`config.mk`:
```
export PLATFORM = sky130hd
export DESIGN_NAME = swb_div
export DESIGN_NICKNAME = d
export VERILOG_FILES = /design/src/sv/swept_box_collision_assert.svh /design/src/sv/swb_pkg.sv /design/src/sv/swb_div.sv
export SDC_FILE = /design/constraint.sdc
export NUM_CORES = 2
export LEC_CHECK = 0
export BUFFER_PORTS_ARGS = -buffer_cell sky130_fd_sc_hd__buf_2
export CORE_AREA = 2 2 275 277
export DETAILED_ROUTE_END_ITERATION = 8
export DIE_AREA = 0 0 277 279
export PLACE_DENSITY = 0.85
export SETUP_SLACK_MARGIN = 0.05
export SYNTH_ARGS = -nofsm -noshare
export SYNTH_HDL_FRONTEND = slang
export SYNTH_SLANG_ARGS = --single-unit
```
`constraint.sdc`:
```
create_clock -name clk -period 9.6 [get_ports clk]
set_input_delay 1.92 -clock clk [delete_from_list [all_inputs] [get_ports clk]]
set_output_delay 1.92 -clock clk [all_outputs]
set_load 0.01 [all_outputs]
```
`src/sv/swept_box_collision_assert.svh`:
```
// Assertion macros shared by the swept box collision RTL.
// Depends on nothing; files that assert include it by name.
`ifndef SWEPT_BOX_COLLISION_ASSERT_SVH
`define SWEPT_BOX_COLLISION_ASSERT_SVH
`ifndef SYNTH
`define SWB_ASSERT_IMPL(lbl, ck, rn, ante, cons, msg) \
  lbl: assert property (@(posedge ck) disable iff (!rn) (ante) |-> (cons)) else $error(msg);
`define SWB_ASSERT_NEXT(lbl, ck, rn, ante, cons, msg) \
  lbl: assert property (@(posedge ck) disable iff (!rn) (ante) |=> (cons)) else $error(msg);
`define SWB_ASSERT_RESET(lbl, ck, rn, cons, msg) \
  lbl: assert property (@(posedge ck) (!rn) |=> (cons)) else $error(msg);
`else
`define SWB_ASSERT_IMPL(lbl, ck, rn, ante, cons, msg)
`define SWB_ASSERT_NEXT(lbl, ck, rn, ante, cons, msg)
`define SWB_ASSERT_RESET(lbl, ck, rn, cons, msg)
`endif
`endif

```
`src/sv/swb_pkg.sv`:
```
// Package for the swept box collision block: time constants, face codes,
// sideband types and the quotient saturation function. No dependencies.
package swb_pkg;

  localparam int COORD_BITS_DEF = 16;
  localparam int QW = 18;              // quotient bits, the top one flags overflow
  localparam int TIME_SHIFT = 11;      // doubled distances times 2048 give Q4.12
  localparam logic signed [15:0] T_ONE = 16'sd4096;
  localparam logic signed [15:0] T_MAX = 16'sd32767;
  localparam logic signed [15:0] T_MIN = -16'sd32768;

  typedef enum logic [1:0] {
    FACE_0    = 2'd0,
    FACE_PI2  = 2'd1,
    FACE_PI   = 2'd2,
    FACE_3PI2 = 2'd3
  } face_t;

  typedef struct packed {
    logic vzero;
    logic vneg;
    logic still_ok;
  } axis_sb_t;

  typedef struct packed {
    axis_sb_t x;
    axis_sb_t y;
    logic     ax_lt;
    logic     ay_lt;
  } pair_sb_t;

  // Turns an unsigned quotient magnitude into the floored, saturated Q4.12 time.
  function automatic logic signed [15:0] quo_sat(logic [QW-1:0] q, logic nz, logic neg);
    logic [QW-1:0] c;
    logic signed [15:0] res;
    c = {1'b0, q[QW-2:0]} + {{(QW-1){1'b0}}, nz};
    if (!neg) begin
      if (q[QW-1] || (q[QW-2:0] > 17'd32767)) res = T_MAX;
      else res = q[15:0];
    end else begin
      if (q[QW-1] || (c > 18'd32768)) res = T_MIN;
      else res = 16'(-c);
    end
    return res;
  endfunction

endpackage

```
`src/sv/swb_div.sv`:
```
// Pipelined restoring divider, one quotient bit per register stage.
// Depends on swb_pkg for the quotient width.
module swb_div import swb_pkg::*; #(
  parameter int NW = 30,
  parameter int DW = 17
) (
  input  logic          clk,
  input  logic          en,
  input  logic [NW-1:0] num,
  input  logic [DW-1:0] den,
  input  logic          tag_in,
  output logic [QW-1:0] quo,
  output logic          rem_nz,
  output logic          tag_out
);

  logic [NW-1:0] r_r   [QW];
  logic [DW-1:0] v_r   [QW];
  logic [QW-1:0] q_r   [QW];
  logic          tag_r [QW];

  for (genvar k = 0; k < QW; k++) begin : g_step
    localparam int I = QW - 1 - k;
    logic [NW-1:0]    r_in, r_nxt;
    logic [DW-1:0]    v_in;
    logic [QW-1:0]    q_in, q_nxt;
    logic             t_in;
    logic [NW+QW-1:0] sh;
    logic             ge;

    if (k == 0) begin : g_first
      assign r_in = num;
      assign v_in = den;
      assign q_in = '0;
      assign t_in = tag_in;
    end else begin : g_rest
      assign r_in = r_r[k-1];
      assign v_in = v_r[k-1];
      assign q_in = q_r[k-1];
      assign t_in = tag_r[k-1];
    end

    always_comb begin
      sh    = {{(NW+QW-DW){1'b0}}, v_in} << I;
      ge    = ({{QW{1'b0}}, r_in} >= sh);
      r_nxt = ge ? (r_in - sh[NW-1:0]) : r_in;
      q_nxt = q_in;
      q_nxt[I] = ge;
    end

    always_ff @(posedge clk) begin
      if (en) begin
        r_r[k]   <= r_nxt;
        v_r[k]   <= v_in;
        q_r[k]   <= q_nxt;
        tag_r[k] <= t_in;
      end
    end
  end

  assign quo     = q_r[QW-1];
  assign rem_nz  = (r_r[QW-1] != '0);
  assign tag_out = tag_r[QW-1];

endmodule

```
==> metrics.csv <==
metric;value;unit
hold_depth;0;
cts_resized;0;
crit_fanout;4;
dr.pass1.iters;8;
hpwl;72500;µm
ys_seq_elements;1018;
diodes;0;
synth.most_common_cell;edfxtp_1;
postSynthCellCount;4069;
yosys.area.top_type;edfxtp_1;
cts_buffers;100;
core;0.0741;mm²
final_layout_size_suffix_gt1_frac;0.0930;
nNetsFinal;4561;
syn-num-nets;4433;
yosys_most_used_dff;edfxtp_1;
crit_required;10.04;ns
layout_setup_ws;5.48;ns
maxSlewViolCount;0;
crit-reg2reg-launch;r_r[16][0];
clock.fmax;243;MHz
synth-edff-count;1018;
fp.dieArea;0.0773;mm²
wl_per_cell;20.8;µm
crit_path_top_delay_cell;nor4_1;
reg2reg_depth;13;
min_period;4.12;ns
worstHoldStart;tag_r[12];
status;finished clean;
dieWidth;277;µm
cts_tree;built;
leakagePower;21.6;nW
syn2layout_area_growth;9.91;%
clkLatencyLatePin;0.71;ns
num-fill-cells;4302;
drc;0;
r2r_end;r_r[17][24];
vias;32893;
clock_tree.root_cell;clkbuf_16;
cts_sinks;1018;
gr-total-overflow;0;
htreeDepth;3;
relSlewSlack;0.234;
holdPathEnd;tag_r[13];
powerDensity;276;mW/mm²
min_period_over_period;0.429;
synth-seq-area-share;0.602;
start_kind;flip-flop;
fin_total_pwr;0.0154;W
cpPeakStageDelay;0.72;ns
cap_viol_max_count;0;
cts_setup_buffers;0;
ant_nets;0;
dieHeight;279;µm
finClkSkew;0.0942;ns
yosys-top-cells-count;edfxtp_1, inv_1, ha_1, nor2_1, a21oi_1;
tns;0;ns
crit_arrival;4.56;ns
synth_cell_types;89;
hold_violations;0;
via_per_inst;6.27;
path_clk_slew;0.06;ns
worst_pin_slew;1.14;ns
dp_slack;4.89;ns
rsz0062_at_grt;no;
yosys_warnings;0;
syn_area_per_cell;12.5;µm²
irDropWorstVdd;178;µV
postCtsHoldBufs;0;
first_global_vias;32964;
routed_wl;109000;µm
io_buffers;69;
hp-class;reg2reg;
setup_viol;0;
start_util;0.685;
drt-initial-drc-count;3085;
syn_area;0.0508;mm²
ios;70;
crit_chain;inv_1 -> ha_1 -> inv_1 -> fa_1 -> a21o_1 -> a41o_1 -> nor4_1 -> o31ai_2 -> a21oi_2 -> nor2_1 -> nor4_1 -> nand2_1 -> xnor2_1;
critical_path.endpoint_type;flip-flop;
grt_max_degree;196;
synth.top_cell.area_share;0.602;
async_flop_share;0;
ys_top_cells_by_area;edfxtp_1, ha_1, xnor2_1;
grt_pass1_wl;173000;µm
critPathKind;reg2reg;
num_rows;100;
grt_usage;0.284;
cts_max_path_buffers;3;
gpl.final_weighted_congestion;0.909;
r2r_slack;5.48;ns
grt_antenna_before_repair;2;
cell families (layout without fill, tap and decap cells):
| group | after synthesis | in the layout | synth area share |
|---|---|---|---|
| buf+inv | 451 | 663 | 0.0338 |
| fa+ha+maj | 314 | 314 | 0.0801 |
| xor+xnor | 310 | 310 | 0.0535 |
| mux | 114 | 114 | 0.0250 |
| compound gates | 885 | 885 | 0.110 |
| flops | 1018 | 1018 | 0.602 |
| simple gates | 977 | 977 | 0.0958 |
worst max-delay path: cells and delay by family (launching register included):
family | cells | cell delay, ns
and+or+nand+nor | 4 | 1.49
DFF | 1 | 0.40
xor gates and xnor gates | 1 | 0.17
AOI/OAI and AO/OA | 4 | 1.07
adders and majority gates | 2 | 0.59
buffers and inverters | 2 | 0.14
worst max path at each step:
stage / start / to / slack [ns] / depth (start not counted)
floorplan: den[1] / r_r[0][17] / 5.57 / 11
global placement: den[1] / r_r[0][21] / 4.93 / 12
detailed placement: den[1] / r_r[0][25] / 4.89 / 12
CTS: r_r[16][0] / r_r[17][24] / 5.49 / 13
global route: r_r[16][0] / r_r[17][26] / 5.24 / 13
finish: r_r[16][0] / r_r[17][24] / 5.48 / 13
report_power, final:
part	switching (W)	leakage, nW	internal, W
Sequential	0.000518	9.86	0.00601
Combinational	0.00269	10.1	0.00205
Clock	0.00179	1.67	0.00233
Total	0.00500	21.6	0.0104
through the flow:
stage	instances	hold slack, ns	util	area, µm²
6_report	5250	0.344	0.753	55800
3_5_place_dp	5064	0.405	0.706	52300
2_1_floorplan	4069	0.400	-	50800
4_1_cts	5250	0.352	0.753	55800
3_3_place_gp	5064	0.400	0.706	52300
5_1_grt	5250	0.358	0.753	55800
cell type report:
class / count / area (µm²) / share of cell area
clock inverter: 76 / 952 / 0.0171
sequential: 1018 / 30600 / 0.548
multi-input combinational: 2600 / 18500 / 0.332
tap: 969 / 1210 / 0.0217
timing repair buffer: 89 / 556 / 0.00996
clock buffer: 110 / 2540 / 0.0455
inverter: 388 / 1460 / 0.0261
sequential cells by signal, indices dropped and copies added (netlist names):
register  count
q_r         171
v_r         289
tag_r        18
r_r         540
layer usage:
metal,vias to the layer above,part of all wire,track usage
met5,-,0.00025,0
met1,15877,0.38,0.336
met4,4,0.044,0.125
met2,1332,0.51,0.513
li1,15366,-,-
met3,314,0.064,0.0442
layout by cell type, fill, tap and decap left out, drive strengths merged, types with 56 or more instances in the layout:
master,netlist,final
nor4,56,56
xnor2,204,204
a21oi,277,277
ha,296,296
edfxtp,1018,1018
nor2,275,275
buf,17,89
xor2,106,106
nand2,248,248
o21ai,230,230
nand3,59,59
inv,388,391
mux2,103,103
clkbuf,46,110
a21o,96,96
Note: power is estimated with default switching activity, not from simulation.
